## src/sv/ptli_pkg.sv

```systemverilog
// ----------------------------------------------------------------------------
// ptli_pkg
// Shared types, widths and codes of the polar table interpolator.
// ----------------------------------------------------------------------------
package ptli_pkg;

    // Table geometry and field widths
    localparam int TABLE_DEPTH = 64;
    localparam int VALUE_WIDTH = 16;
    localparam int ANGLE_WIDTH = 16;
    localparam int CFG_WIDTH   = 7;
    localparam int INDEX_WIDTH = 6;

    localparam int IW      = $clog2(TABLE_DEPTH);
    localparam int NW      = $clog2(TABLE_DEPTH + 1);
    localparam int ENTRY_W = ANGLE_WIDTH + 2 * VALUE_WIDTH;
    localparam int NUM_W   = ANGLE_WIDTH + VALUE_WIDTH;
    localparam int CNT_W   = $clog2(NUM_W + 1);

    // Request operation codes
    localparam logic OP_LOAD  = 1'b0;
    localparam logic OP_QUERY = 1'b1;

    // Clamp status codes
    typedef enum logic [1:0] {
        CLAMP_NONE  = 2'd0,
        CLAMP_FIRST = 2'd1,
        CLAMP_LAST  = 2'd2
    } t_clamp;

    // Sequencer states
    typedef enum logic [2:0] {
        ST_IDLE,
        ST_SCAN,
        ST_MUL,
        ST_DSTART,
        ST_DIV,
        ST_FIN
    } t_state;

    // Divider request
    typedef struct packed {
        logic                   start;
        logic [NUM_W-1:0]       dividend;
        logic [ANGLE_WIDTH-1:0] divisor;
    } t_div_req;

endpackage

```

## src/sv/ptli_ram.sv

```systemverilog
// ----------------------------------------------------------------------------
// ptli_ram
// Generic single-port-write, single-port-read RAM with registered read data.
// ----------------------------------------------------------------------------
module ptli_ram #(
    parameter int WIDTH = 8,
    parameter int DEPTH = 16
) (
    input  logic                     i_clk,
    input  logic                     i_wr_en,
    input  logic [$clog2(DEPTH)-1:0] i_wr_addr,
    input  logic [WIDTH-1:0]         i_wr_data,
    input  logic                     i_rd_en,
    input  logic [$clog2(DEPTH)-1:0] i_rd_addr,
    output logic [WIDTH-1:0]         o_rd_data
);

    logic [WIDTH-1:0] r_mem [DEPTH];
    logic [WIDTH-1:0] r_rd_data;

    // Write port
    always_ff @(posedge i_clk) begin
        if (i_wr_en) begin
            r_mem[i_wr_addr] <= i_wr_data;
        end
    end

    // Registered read port
    always_ff @(posedge i_clk) begin
        if (i_rd_en) begin
            r_rd_data <= r_mem[i_rd_addr];
        end
    end

    assign o_rd_data = r_rd_data;

endmodule

```

## src/sv/ptli_div.sv

```systemverilog
// ----------------------------------------------------------------------------
// ptli_div
// Unsigned restoring divider, one quotient bit per cycle.
// ----------------------------------------------------------------------------
module ptli_div import ptli_pkg::*; (
    input  logic             i_clk,
    input  logic             i_rst_n,
    input  t_div_req         i_req,
    output logic             o_done,
    output logic [NUM_W-1:0] o_quotient
);

    logic [CNT_W-1:0]       r_cnt;
    logic [CNT_W-1:0]       n_cnt;
    logic                   r_done;
    logic                   n_done;
    logic [NUM_W-1:0]       r_quo;
    logic [NUM_W-1:0]       n_quo;
    logic [ANGLE_WIDTH-1:0] r_rem;
    logic [ANGLE_WIDTH-1:0] n_rem;
    logic [ANGLE_WIDTH-1:0] r_den;
    logic [ANGLE_WIDTH-1:0] n_den;
    logic [ANGLE_WIDTH:0]   rem_shift;
    logic [ANGLE_WIDTH:0]   rem_diff;

    // Shift in the next dividend bit and trial-subtract the divisor
    always_comb begin
        rem_shift = {r_rem, r_quo[NUM_W-1]};
        rem_diff  = rem_shift - {1'b0, r_den};
        n_cnt     = r_cnt;
        n_done    = 1'b0;
        n_quo     = r_quo;
        n_rem     = r_rem;
        n_den     = r_den;
        if (i_req.start) begin
            n_cnt = CNT_W'(NUM_W);
            n_quo = i_req.dividend;
            n_rem = '0;
            n_den = i_req.divisor;
        end else if (r_cnt != '0) begin
            n_cnt = r_cnt - 1'b1;
            if (!rem_diff[ANGLE_WIDTH]) begin
                n_rem = rem_diff[ANGLE_WIDTH-1:0];
                n_quo = {r_quo[NUM_W-2:0], 1'b1};
            end else begin
                n_rem = rem_shift[ANGLE_WIDTH-1:0];
                n_quo = {r_quo[NUM_W-2:0], 1'b0};
            end
            if (r_cnt == CNT_W'(1)) begin
                n_done = 1'b1;
            end
        end
    end

    // Control registers
    always_ff @(posedge i_clk) begin
        if (!i_rst_n) begin
            r_cnt  <= '0;
            r_done <= 1'b0;
        end else begin
            r_cnt  <= n_cnt;
            r_done <= n_done;
        end
    end

    // Datapath registers
    always_ff @(posedge i_clk) begin
        r_quo <= n_quo;
        r_rem <= n_rem;
        r_den <= n_den;
    end

    assign o_done     = r_done;
    assign o_quotient = r_quo;

endmodule

```

## src/sv/polar_table_linear_interpolator.sv

```systemverilog
// Load request: written to the table when accepted, no result.
// Query request: a linear scan reads one entry per cycle; the first entry k
// whose angle is not below the query decides. When clamped, the entry goes
// through ST_FIN to the output register; else a multiply-divide pass for
// lift and one for drag run before ST_FIN. Requests: one at a time.
// Reset: synchronous active low; table_size returns to 1, table contents kept.
// ----------------------------------------------------------------------------
// polar_table_linear_interpolator
// Polar table lookup with lower-bound placement and linear interpolation.
// ----------------------------------------------------------------------------
module polar_table_linear_interpolator import ptli_pkg::*; (
    input  logic                          i_clk,
    input  logic                          i_rst_n,
    input  logic                          i_cfg_we,
    input  logic [CFG_WIDTH-1:0]          i_cfg_wdata,
    input  logic                          i_in_valid,
    output logic                          o_in_ready,
    input  logic                          i_op,
    input  logic [INDEX_WIDTH-1:0]        i_entry_index,
    input  logic signed [ANGLE_WIDTH-1:0] i_angle,
    input  logic signed [VALUE_WIDTH-1:0] i_lift_value,
    input  logic signed [VALUE_WIDTH-1:0] i_drag_value,
    output logic                          o_out_valid,
    input  logic                          i_out_ready,
    output logic signed [VALUE_WIDTH-1:0] o_lift,
    output logic signed [VALUE_WIDTH-1:0] o_drag,
    output logic [1:0]                    o_clamp_status
);

    t_state                 r_state, n_state;
    logic [CFG_WIDTH-1:0]   r_table_size;
    logic [ANGLE_WIDTH-1:0] r_q, n_q;
    logic [NW-1:0]          r_n, n_n;
    logic [NW-1:0]          r_ptr, n_ptr;
    logic                   r_dv, n_dv;
    logic [NW-1:0]          r_didx, n_didx;
    logic [ENTRY_W-1:0]     r_prev, n_prev;
    logic [ANGLE_WIDTH-1:0] r_dq, n_dq;
    logic [ANGLE_WIDTH-1:0] r_den, n_den;
    logic [VALUE_WIDTH-1:0] r_y1l, n_y1l, r_y1d, n_y1d;
    logic [VALUE_WIDTH-1:0] r_y2l, n_y2l, r_y2d, n_y2d;
    logic                   r_lane, n_lane;
    logic [NUM_W-1:0]       r_prod, n_prod;
    logic                   r_neg, n_neg;
    logic [VALUE_WIDTH-1:0] r_res_lift, n_res_lift;
    logic [VALUE_WIDTH-1:0] r_res_drag, n_res_drag;
    t_clamp                 r_status, n_status;
    logic                   r_o_valid, n_o_valid;
    logic [VALUE_WIDTH-1:0] r_o_lift, n_o_lift;
    logic [VALUE_WIDTH-1:0] r_o_drag, n_o_drag;
    t_clamp                 r_o_status, n_o_status;

    logic                   in_accept;
    logic                   wr_en;
    logic                   rd_en;
    logic [ENTRY_W-1:0]     rd_data;
    logic [NW-1:0]          tbl_n;
    logic signed [ANGLE_WIDTH-1:0] rd_ang;
    logic signed [ANGLE_WIDTH-1:0] prev_ang;
    logic signed [ANGLE_WIDTH-1:0] q_ang;
    logic [VALUE_WIDTH-1:0] y1_sel, y2_sel;
    logic [VALUE_WIDTH:0]   dy;
    logic [VALUE_WIDTH-1:0] dy_mag;
    logic [VALUE_WIDTH-1:0] quo;
    logic [VALUE_WIDTH-1:0] interp;
    logic                   div_start;
    t_div_req               div_req;
    logic                   div_done;
    logic [NUM_W-1:0]       div_quo;

    assign in_accept  = i_in_valid && o_in_ready;
    assign o_in_ready = (r_state == ST_IDLE);
    assign wr_en      = in_accept && (i_op == OP_LOAD)
                        && (32'(i_entry_index) < TABLE_DEPTH);

    // Effective table size: zero counts as one, large values saturate
    always_comb begin
        if (r_table_size == '0) begin
            tbl_n = NW'(1);
        end else if (32'(r_table_size) > TABLE_DEPTH) begin
            tbl_n = NW'(TABLE_DEPTH);
        end else begin
            tbl_n = NW'(r_table_size);
        end
    end

    ptli_ram #(
        .WIDTH (ENTRY_W),
        .DEPTH (TABLE_DEPTH)
    ) u_ram (
        .i_clk     (i_clk),
        .i_wr_en   (wr_en),
        .i_wr_addr (IW'(i_entry_index)),
        .i_wr_data ({i_angle, i_lift_value, i_drag_value}),
        .i_rd_en   (rd_en),
        .i_rd_addr (r_ptr[IW-1:0]),
        .o_rd_data (rd_data)
    );

    ptli_div u_div (
        .i_clk      (i_clk),
        .i_rst_n    (i_rst_n),
        .i_req      (div_req),
        .o_done     (div_done),
        .o_quotient (div_quo)
    );

    // Lane operands and interpolation arithmetic
    assign rd_ang   = rd_data[ENTRY_W-1 -: ANGLE_WIDTH];
    assign prev_ang = r_prev[ENTRY_W-1 -: ANGLE_WIDTH];
    assign q_ang    = r_q;
    assign y1_sel   = r_lane ? r_y1d : r_y1l;
    assign y2_sel   = r_lane ? r_y2d : r_y2l;
    assign dy       = {y2_sel[VALUE_WIDTH-1], y2_sel} - {y1_sel[VALUE_WIDTH-1], y1_sel};
    assign dy_mag   = dy[VALUE_WIDTH] ? VALUE_WIDTH'(-dy) : dy[VALUE_WIDTH-1:0];
    assign quo      = div_quo[VALUE_WIDTH-1:0];
    assign interp   = y1_sel + (r_neg ? (~quo + 1'b1) : quo);

    assign div_req = '{start: div_start, dividend: r_prod, divisor: r_den};

    // Sequencer: next state and datapath
    always_comb begin
        n_state    = r_state;
        n_q        = r_q;
        n_n        = r_n;
        n_ptr      = r_ptr;
        n_dv       = 1'b0;
        n_didx     = r_didx;
        n_prev     = r_prev;
        n_dq       = r_dq;
        n_den      = r_den;
        n_y1l      = r_y1l;
        n_y1d      = r_y1d;
        n_y2l      = r_y2l;
        n_y2d      = r_y2d;
        n_lane     = r_lane;
        n_prod     = r_prod;
        n_neg      = r_neg;
        n_res_lift = r_res_lift;
        n_res_drag = r_res_drag;
        n_status   = r_status;
        n_o_valid  = r_o_valid;
        n_o_lift   = r_o_lift;
        n_o_drag   = r_o_drag;
        n_o_status = r_o_status;
        rd_en      = 1'b0;
        div_start  = 1'b0;

        // Drop the result once taken
        if (r_o_valid && i_out_ready) begin
            n_o_valid = 1'b0;
        end

        case (r_state)
            ST_IDLE: begin
                if (in_accept && (i_op == OP_QUERY)) begin
                    n_q     = i_angle;
                    n_n     = tbl_n;
                    n_ptr   = '0;
                    n_state = ST_SCAN;
                end
            end
            ST_SCAN: begin
                // Issue the next read
                if (r_ptr < r_n) begin
                    rd_en  = 1'b1;
                    n_ptr  = r_ptr + 1'b1;
                    n_dv   = 1'b1;
                    n_didx = r_ptr;
                end
                // Check the entry read last cycle
                if (r_dv) begin
                    if (rd_ang >= q_ang) begin
                        if (r_didx == '0) begin
                            n_status   = CLAMP_FIRST;
                            n_res_lift = rd_data[2*VALUE_WIDTH-1 -: VALUE_WIDTH];
                            n_res_drag = rd_data[VALUE_WIDTH-1:0];
                            n_state    = ST_FIN;
                        end else begin
                            n_status = CLAMP_NONE;
                            n_dq     = r_q - prev_ang;
                            n_den    = rd_ang - prev_ang;
                            n_y1l    = r_prev[2*VALUE_WIDTH-1 -: VALUE_WIDTH];
                            n_y1d    = r_prev[VALUE_WIDTH-1:0];
                            n_y2l    = rd_data[2*VALUE_WIDTH-1 -: VALUE_WIDTH];
                            n_y2d    = rd_data[VALUE_WIDTH-1:0];
                            n_lane   = 1'b0;
                            n_state  = ST_MUL;
                        end
                    end else begin
                        n_prev = rd_data;
                        if (r_didx == r_n - 1'b1) begin
                            n_status   = CLAMP_LAST;
                            n_res_lift = rd_data[2*VALUE_WIDTH-1 -: VALUE_WIDTH];
                            n_res_drag = rd_data[VALUE_WIDTH-1:0];
                            n_state    = ST_FIN;
                        end
                    end
                end
            end
            ST_MUL: begin
                // Magnitude product; the sign of the slope rides alongside
                n_prod  = NUM_W'(r_dq) * NUM_W'(dy_mag);
                n_neg   = dy[VALUE_WIDTH];
                n_state = ST_DSTART;
            end
            ST_DSTART: begin
                div_start = 1'b1;
                n_state   = ST_DIV;
            end
            ST_DIV: begin
                if (div_done) begin
                    if (!r_lane) begin
                        n_res_lift = interp;
                        n_lane     = 1'b1;
                        n_state    = ST_MUL;
                    end else begin
                        n_res_drag = interp;
                        n_state    = ST_FIN;
                    end
                end
            end
            ST_FIN: begin
                // Hold until the output register is free
                if (!r_o_valid || i_out_ready) begin
                    n_o_valid  = 1'b1;
                    n_o_lift   = r_res_lift;
                    n_o_drag   = r_res_drag;
                    n_o_status = r_status;
                    n_state    = ST_IDLE;
                end
            end
            default: begin
                n_state = ST_IDLE;
            end
        endcase
    end

    // Control registers
    always_ff @(posedge i_clk) begin
        if (!i_rst_n) begin
            r_state      <= ST_IDLE;
            r_table_size <= CFG_WIDTH'(1);
            r_dv         <= 1'b0;
            r_o_valid    <= 1'b0;
        end else begin
            r_state <= n_state;
            r_dv    <= n_dv;
            r_o_valid <= n_o_valid;
            if (i_cfg_we) begin
                r_table_size <= i_cfg_wdata;
            end
        end
    end

    // Datapath registers
    always_ff @(posedge i_clk) begin
        r_q        <= n_q;
        r_n        <= n_n;
        r_ptr      <= n_ptr;
        r_didx     <= n_didx;
        r_prev     <= n_prev;
        r_dq       <= n_dq;
        r_den      <= n_den;
        r_y1l      <= n_y1l;
        r_y1d      <= n_y1d;
        r_y2l      <= n_y2l;
        r_y2d      <= n_y2d;
        r_lane     <= n_lane;
        r_prod     <= n_prod;
        r_neg      <= n_neg;
        r_res_lift <= n_res_lift;
        r_res_drag <= n_res_drag;
        r_status   <= n_status;
        r_o_lift   <= n_o_lift;
        r_o_drag   <= n_o_drag;
        r_o_status <= n_o_status;
    end

    assign o_out_valid    = r_o_valid;
    assign o_lift         = r_o_lift;
    assign o_drag         = r_o_drag;
    assign o_clamp_status = r_o_status;

endmodule

```

## config.mk

```make
export PLATFORM = sky130hd
export DESIGN_NAME = polar_table_linear_interpolator
export DESIGN_NICKNAME = d
export VERILOG_FILES = /design/src/sv/ptli_pkg.sv /design/src/sv/ptli_ram.sv /design/src/sv/ptli_div.sv /design/src/sv/polar_table_linear_interpolator.sv
export SDC_FILE = /design/constraint.sdc
export NUM_CORES = 2
export LEC_CHECK = 0
export ABC_CLOCK_PERIOD_IN_PS = 22300
export BUFFER_PORTS_ARGS = -buffer_cell sky130_fd_sc_hd__buf_4
export CORE_AREA = 2 2 572 574
export CTS_BUF_LIST = sky130_fd_sc_hd__clkbuf_8 sky130_fd_sc_hd__clkbuf_16
export DETAILED_ROUTE_END_ITERATION = 8
export DIE_AREA = 0 0 574 576
export PLACE_DENSITY = 0.65
export REMOVE_ABC_BUFFERS = 1
export SLEW_MARGIN = 10
export SYNTH_ARGS = -nofsm -noshare
export SYNTH_HDL_FRONTEND = slang
export SYNTH_HIERARCHICAL = 1
export SYNTH_SLANG_ARGS = --single-unit
```

## constraint.sdc

```tcl
create_clock -name i_clk -period 22.3 [get_ports i_clk]
set_clock_uncertainty 0.2 [all_clocks]
set_input_delay 1.115 -clock i_clk [delete_from_list [all_inputs] [get_ports i_clk]]
set_output_delay 1.115 -clock i_clk [all_outputs]
set_load 0.05 [all_outputs]
```

; Word level (Yosys, flattened, before mapping)
; Memories as Yosys holds them, arrays and structs flattened. A register that Yosys moved wholly into a read port is not among the register bits.
; Cells that the tools add are included.
[totals]
reg_bits = 366
latchBits = 0
ramBits = 3072
rom_bits = 0
input_bits = 67
elab_cells = 152
memories = 1
[classes]
n_addsub = 10
n_mul = 1
div = 0
magnitude_cmp = 3
eq_ne = 18
shifts = 0
n_mux = 54
bitwise = 6
n_reduce_logical = 28
[memory_table]
columns = memory, words, word_bits, read_ports, rd_ports_with_merged_regs, write_ports, line_no
row1 = u_ram.r_mem, 64, 48, 1, 1, 1, ptli_ram.sv:18  ; logic [WIDTH-1:0] r_mem [DEPTH];
[ops]
columns = op, count
row1 = $mux 16, 17
row2 = $mux 32, 2
row3 = $pmux 16 s2, 2
row4 = $mul 16x16->32, 1
row5 = $sub 16x16->16, 2
row6 = $mux 3, 8
row7 = $mux 7, 3
row8 = $pmux 3 s6, 1
row9 = $sub 16x16->17, 1
row10 = $sub 17x16->17, 1
row11 = $add 16x1->16 const B, 1
row12 = $add 16x16->16, 1
row13 = $ge 16x16->1, 1
row14 = $neg 16->16, 1
row15 = $not 16->16, 1
row16 = $mux 1, 15
row17 = $logic_not 7->1, 2
row18 = $ne 2x2->1 const B, 7
row19 = $pmux 7 s2, 1
row20 = $mux 6, 2
row21 = $reduce_and 6->1, 2
row22 = $reduce_and 5->1, 2
row23 = $reduce_and 3->1, 3
row24 = $reduce_bool 2->1, 4
row25 = 24 further kinds, 39

; Longest topological paths before layout
[depth]
ltp_word = 7
mapped_depth = 39
depth_no_buf = 36

; Hierarchy
; Netlist, hierarchy kept.
[by_module_without_submodules]
columns = mod, instances, cells_each, area_each_um2
row1 = ptli_ram, 1, 5247, 118671.3
row2 = polar_table_linear_interpolator, 1, 2088, 22769.3
row3 = ptli_div, 1, 340, 3817.4

; Least setup slack after synthesis
; Ideal clock, no wire load.
[synth_timing]
path_type = reg2reg
start = register r_lane
end = register r_prod[30] (data pin)
setup_time_ns = 0.262
arrival_ns = 9.389
required_time_ns = 21.838
path_slack_ns = 12.449
path_stages_with_launch = 39
n_path_buf = 4
period_less_slack_ns = 9.851
cell_sequence = edfxtp_1 -> clkbuf_1 -> buf_1 -> mux2i_1 -> ha_1 -> inv_1 -> fa_1 -> a211oi_2 -> o21ai_2 -> a2111oi_4 -> o31a_4 -> nor2_1 -> o21a_4 -> buf_6 -> a21oi_2 -> xnor2_1 -> buf_2 -> nand2_1 -> (+3 left out) -> inv_1 -> fa_1 -> inv_1 -> fa_1 -> fa_1 -> inv_1 -> fa_1 -> inv_1 -> ha_1 -> and3_1 -> a31oi_1 -> nor3b_1 -> a21oi_1 -> nor4_1 -> nor4_1 -> a2111oi_2 -> a21oi_1 -> xor2_1
[synth_via]
elab_chain_cells = 5
elab_cells_between_ends = 6
classes_between = 2 x add/sub / 1 x mul / 3 x mux
[synth_lines]
columns = item, line_no
row1 = "start, declared", polar_table_linear_interpolator.sv:42  ; logic r_lane, n_lane;
row2 = "start signal, assigned", polar_table_linear_interpolator.sv:269  ; r_lane <= n_lane;
row3 = $mux 16 (on tied branches), "polar_table_linear_interpolator.sv:113, polar_table_linear_interpolator.sv:112"
row4 = $sub 16x16->17 (*), polar_table_linear_interpolator.sv:114  ; assign dy = {y2_sel[VALUE_WIDTH-1], y2_sel} - {y1_sel[VALUE_WIDTH-1], y1_sel};
row5 = $neg 16->16, polar_table_linear_interpolator.sv:115  ; assign dy_mag = dy[VALUE_WIDTH] ? VALUE_WIDTH'(-dy) : dy[VALUE_WIDTH-1:0];
row6 = $mux 16 (*), polar_table_linear_interpolator.sv:115
row7 = $mul 16x16->32 (*), polar_table_linear_interpolator.sv:203  ; n_prod = NUM_W'(r_dq) * NUM_W'(dy_mag);
row8 = "end signal, assigned", polar_table_linear_interpolator.sv:270  ; r_prod <= n_prod;
row9 = "end, declared", polar_table_linear_interpolator.sv:43  ; logic [NUM_W-1:0] r_prod, n_prod;
; Every way passes the cells marked *; elsewhere a longest branch is shown, timed or not.
; A chain may end at the register's enable or synchronous reset.

; Final worst setup path
; Ends and elaborated chain as after synthesis.

==> results.md <==
- RSZ-0062 raised after global routing: false
- Worst supply voltage drop on vdd: approximately 120 µV
- Post-layout worst setup margin: 11.79 ns
- Die width: around 570 µm
- Post-layout minimum cycle time: between 10 and 15 ns
- Kind of end point of the critical path: register
- Launch instance of the worst min-delay path: r_prev[25]$_DFFE_PP_
- Average wire per cell in the routed design: just over 30 µm
- YS warnings: 6
- DIE HEIGHT: roughly 580 µm
- Via total after detailed routing: 76000
- Total number of H-tree levels: 5
- Portion of the clock cycle consumed by the worst path in the final layout: between 40% and 50%
- Smallest hold slack: roughly 0.18 ns
- Root buffer selected by CTS: clkbuf_16
- Clock latency reported for the late side of the worst-skew pair: 0.96 ns
- Leakage Power: around 54 nW
- TritonCTS clock tree: done
- Syn Inst Count: 7675
- Post_cts resized: 0
- Total negative setup slack: 0 ns
- Capture instance of the worst register-to-register path: r_prod[30]$_DFFE_PP_
- Share of final-layout standard cells stronger than drive strength 1: 21.1%
- Avg Vias per Cell: between 6 and 7
- Number of storage elements in the synthesis netlist: between 3000 and 4000
- Netlist Area Pre-Place: 145000 µm²
- Setup-violating endpoint count in the final report: 0
- Crit Path Class: reg -> reg
- CTS Buf Count: ~360
- Cell mode on critical path: fa_1
- Placeable core region: 325000 µm²
- Number of antenna violations at the first check in global routing: 20
- Wire length of the first global-routing pass: roughly 550 mm
- GRT Residual Overflow: 0
- Count of different cell masters after synthesis: 99
- Initial detailed-routing violation count: roughly 9000
- Worst hold path type: reg -> reg
- Total length of routed wires: roughly 380 mm
- Total power after layout: 0.0167 W
- Number of synthesized flops with an enable pin: approximately 3500
- FFs w/ async S/R, synth: 0%
- Drt first pass iters: 8
- Post-CTS clock slew at the launch and capture registers of the worst setup and hold paths: roughly 0.070 ns
- Tot GR Track Use: 22.7%
- Register-to-Register Setup Slack: 11.79 ns
- Critical Path Start: r_lane$_DFFE_PP_
- Setup crit start kind: register
- Predominant post-synthesis flop cell: edfxtp_1
- Buffers added on ports: 102
- Beginning of the worst register-to-register path: r_lane$_DFFE_PP_
- Power per Cell Area: between 100 and 150 nW/µm²
- Data required time at the worst endpoint: around 23 ns
- Number of antenna-violating nets in the routed design: 0
- Standard-cell rows: 210
- Max Fanout on Critical Path: 35
- Postcts setup bufs: 0
- Master of the slowest instance on the critical path: xor2_2
- End-of-flow core utilization: 50.2%
- Number of buffers on the longest clock path: 4
- Net total in the final layout: approximately 8400
- Share of the yosys chip area belonging to registers: 71.8%
- Mean Syn Cell Area: 18.9 µm²
- Initial core utilization: ~45%
- Gp weighted congestion: ~0.86
- Critical Path AT: around 11 ns
- Hold Vio Cnt, Final: 0
- Maximum clock frequency: around 95 MHz
- Number of cells on the worst reg-to-reg path: 33
- Min-Delay Endpoint: r_y1l[9]$_DFFE_PP_
- Worst relative slew slack: 12.8%
- Cell depth of the worst min-delay path: 0
- Slowest cell delay on critical path: approximately 0.66 ns
- I/O pin count: 103
- Worst slack, placed: roughly 12 ns
- Pin count of the biggest net entering global routing: about 110
- Result of the run: complete, no violations
- HPWL Detailed: around 220 mm
- Number of global-route vias before repair: around 76000
- DRC violation count after routing: 0
- Die area: approximately 330000 µm²
- Final number of max-transition violations: 0
- Cts hold-fix bufs: 0
- Slew of the pin with the lowest slew margin: between 1 and 1.5 ns
- Max-cap viol count: 0
- Final-layout fill cell count: about 26000
- Area overhead of the layout relative to synthesis: 12.5%
- Clock sinks: between 3000 and 4000
==> state kept, by name, summed over array words and instances, names as in the netlist, 16 cells and up <==
signal	cells
u_div/r_den	16
u_div/r_rem	16
r_y2d	16
r_prod	32
o_drag	16
r_res_lift	16
r_res_drag	16
r_y1d	16
u_ram/r_mem	3072
r_dq	16
r_den	16
o_lift	16
u_div/o_quotient	32
u_ram/o_rd_data	48
q_ang	16
r_y1l	16
r_prev	48
r_y2l	16
==> synth_stat cells, types with 35 or more instances <==
cell | n | area [µm²]
clkbuf_1 | 173 | 649
o221ai_1 | 38 | 333
dfxtp_1 | 35 | 701
a21oi_1 | 100 | 500
ha_1 | 209 | 2620
mux4_2 | 672 | 15100
nand4_1 | 68 | 425
and2_1 | 88 | 551
o21ai_0 | 85 | 425
buf_2 | 110 | 551
mux2_2 | 118 | 1330
nor2_1 | 211 | 792
mux2i_1 | 229 | 2290
a211oi_1 | 51 | 383
o22ai_1 | 131 | 820
a22oi_1 | 80 | 601
nand3_1 | 129 | 646
xnor2_1 | 86 | 753
xor2_1 | 37 | 324
nor2b_1 | 60 | 375
fa_1 | 199 | 3980
nand2_1 | 423 | 1590
edfxtp_1 | 3451 | 104000
inv_1 | 339 | 1270
nand2b_1 | 46 | 288
==> worst max-delay path by stage <==
| stage | endpoint | slack (ns) |
|---|---|---|
| detailed placement | r_prod[30]$_DFFE_PP_ | 11.86 |
| finish | r_prod[30]$_DFFE_PP_ | 11.79 |
| global route | r_prod[31]$_DFFE_PP_ | 11.12 |
| floorplan | r_didx[0]$_DFFE_PP_ | -13.27 |
| CTS | r_prod[30]$_DFFE_PP_ | 11.85 |
| global placement | r_prod[30]$_DFFE_PP_ | 11.98 |
==> stage by stage <==
| stage | cell area, µm² | std cells |
|---|---|---|
| final | 163000 | 12600 |
| after detailed placement | 151000 | 11900 |
| after CTS | 163000 | 12600 |
| after global routing | 163000 | 12600 |
| after global placement | 151000 | 11900 |
| after floorplan | 143000 | 7302 |
==> critical path: cells and delay by family (launching register included) <==
| kind | cells | cell delay [ns] |
|---|---|---|
| flip-flops | 1 | 0.39 |
| AND/OR/NAND/NOR | 7 | 1.27 |
| XOR/XNOR | 2 | 0.82 |
| adder cells (fa/ha/maj) | 8 | 3.90 |
| AO/OA/AOI/OAI | 9 | 2.49 |
| multiplexers | 1 | 0.42 |
| buffers and inverters | 6 | 0.73 |
==> layer usage <==
metal | vias to the layer above | wire length, µm | track usage (%)
met5 | - | 43 | 0
met4 | 6 | 12600 | 7.10
met3 | 645 | 30600 | 3.31
met2 | 3600 | 186000 | 37.5
met1 | 40600 | 153000 | 31.5
li1 | 31200 | - | -
==> kinds of logic (layout without fill, tap and decap cells) <==
group	after synthesis	count (layout)	share of synthesized area (%)
xor gates and xnor gates	132	132	0.842
muxes	1019	1019	12.9
adders and majority gates	408	408	4.54
and+or+nand+nor	1174	1174	3.89
DFF	3486	3486	71.8
buffers and inverters	715	1286	2.30
AOI/OAI and AO/OA	741	741	3.70
other	0	5	0
==> where the power goes <==
part | internal (W) | switching [W]
logic | 0.00129 | 0.00194
clock network | 0.00345 | 0.00257
registers | 0.00741 | 0.0000851
==> placed cells by master (no fill, tap or decap), types with 80 or more instances in the layout <==
master / count
and2_1: 85
xnor2_1: 86
fa_1: 199
o21ai_0: 84
mux2_2: 118
inv_1: 401
a21oi_1: 99
ha_1: 209
o22ai_1: 131
clkbuf_16: 364
nand3_1: 129
nor2_1: 143
mux2i_1: 229
nand2_1: 421
a22oi_1: 80
mux4_2: 672
clkinv_1: 87
edfxtp_1: 3451
buf_4: 270
==> layout make-up <==
class / instances / area [µm²] / share of cell area (%)
flip-flops and latches: 3486 / 104000 / 63.9
clock inverters: 302 / 2810 / 1.72
diodes: 5 / 12.5 / 0.00766
multi-input cells: 3474 / 38200 / 23.4
clock buffers: 364 / 9110 / 5.58
repair buffers: 278 / 2190 / 1.34
well taps: 4346 / 5440 / 3.33
inverters: 342 / 1280 / 0.786
Note: power is estimated with default switching activity, not from simulation.
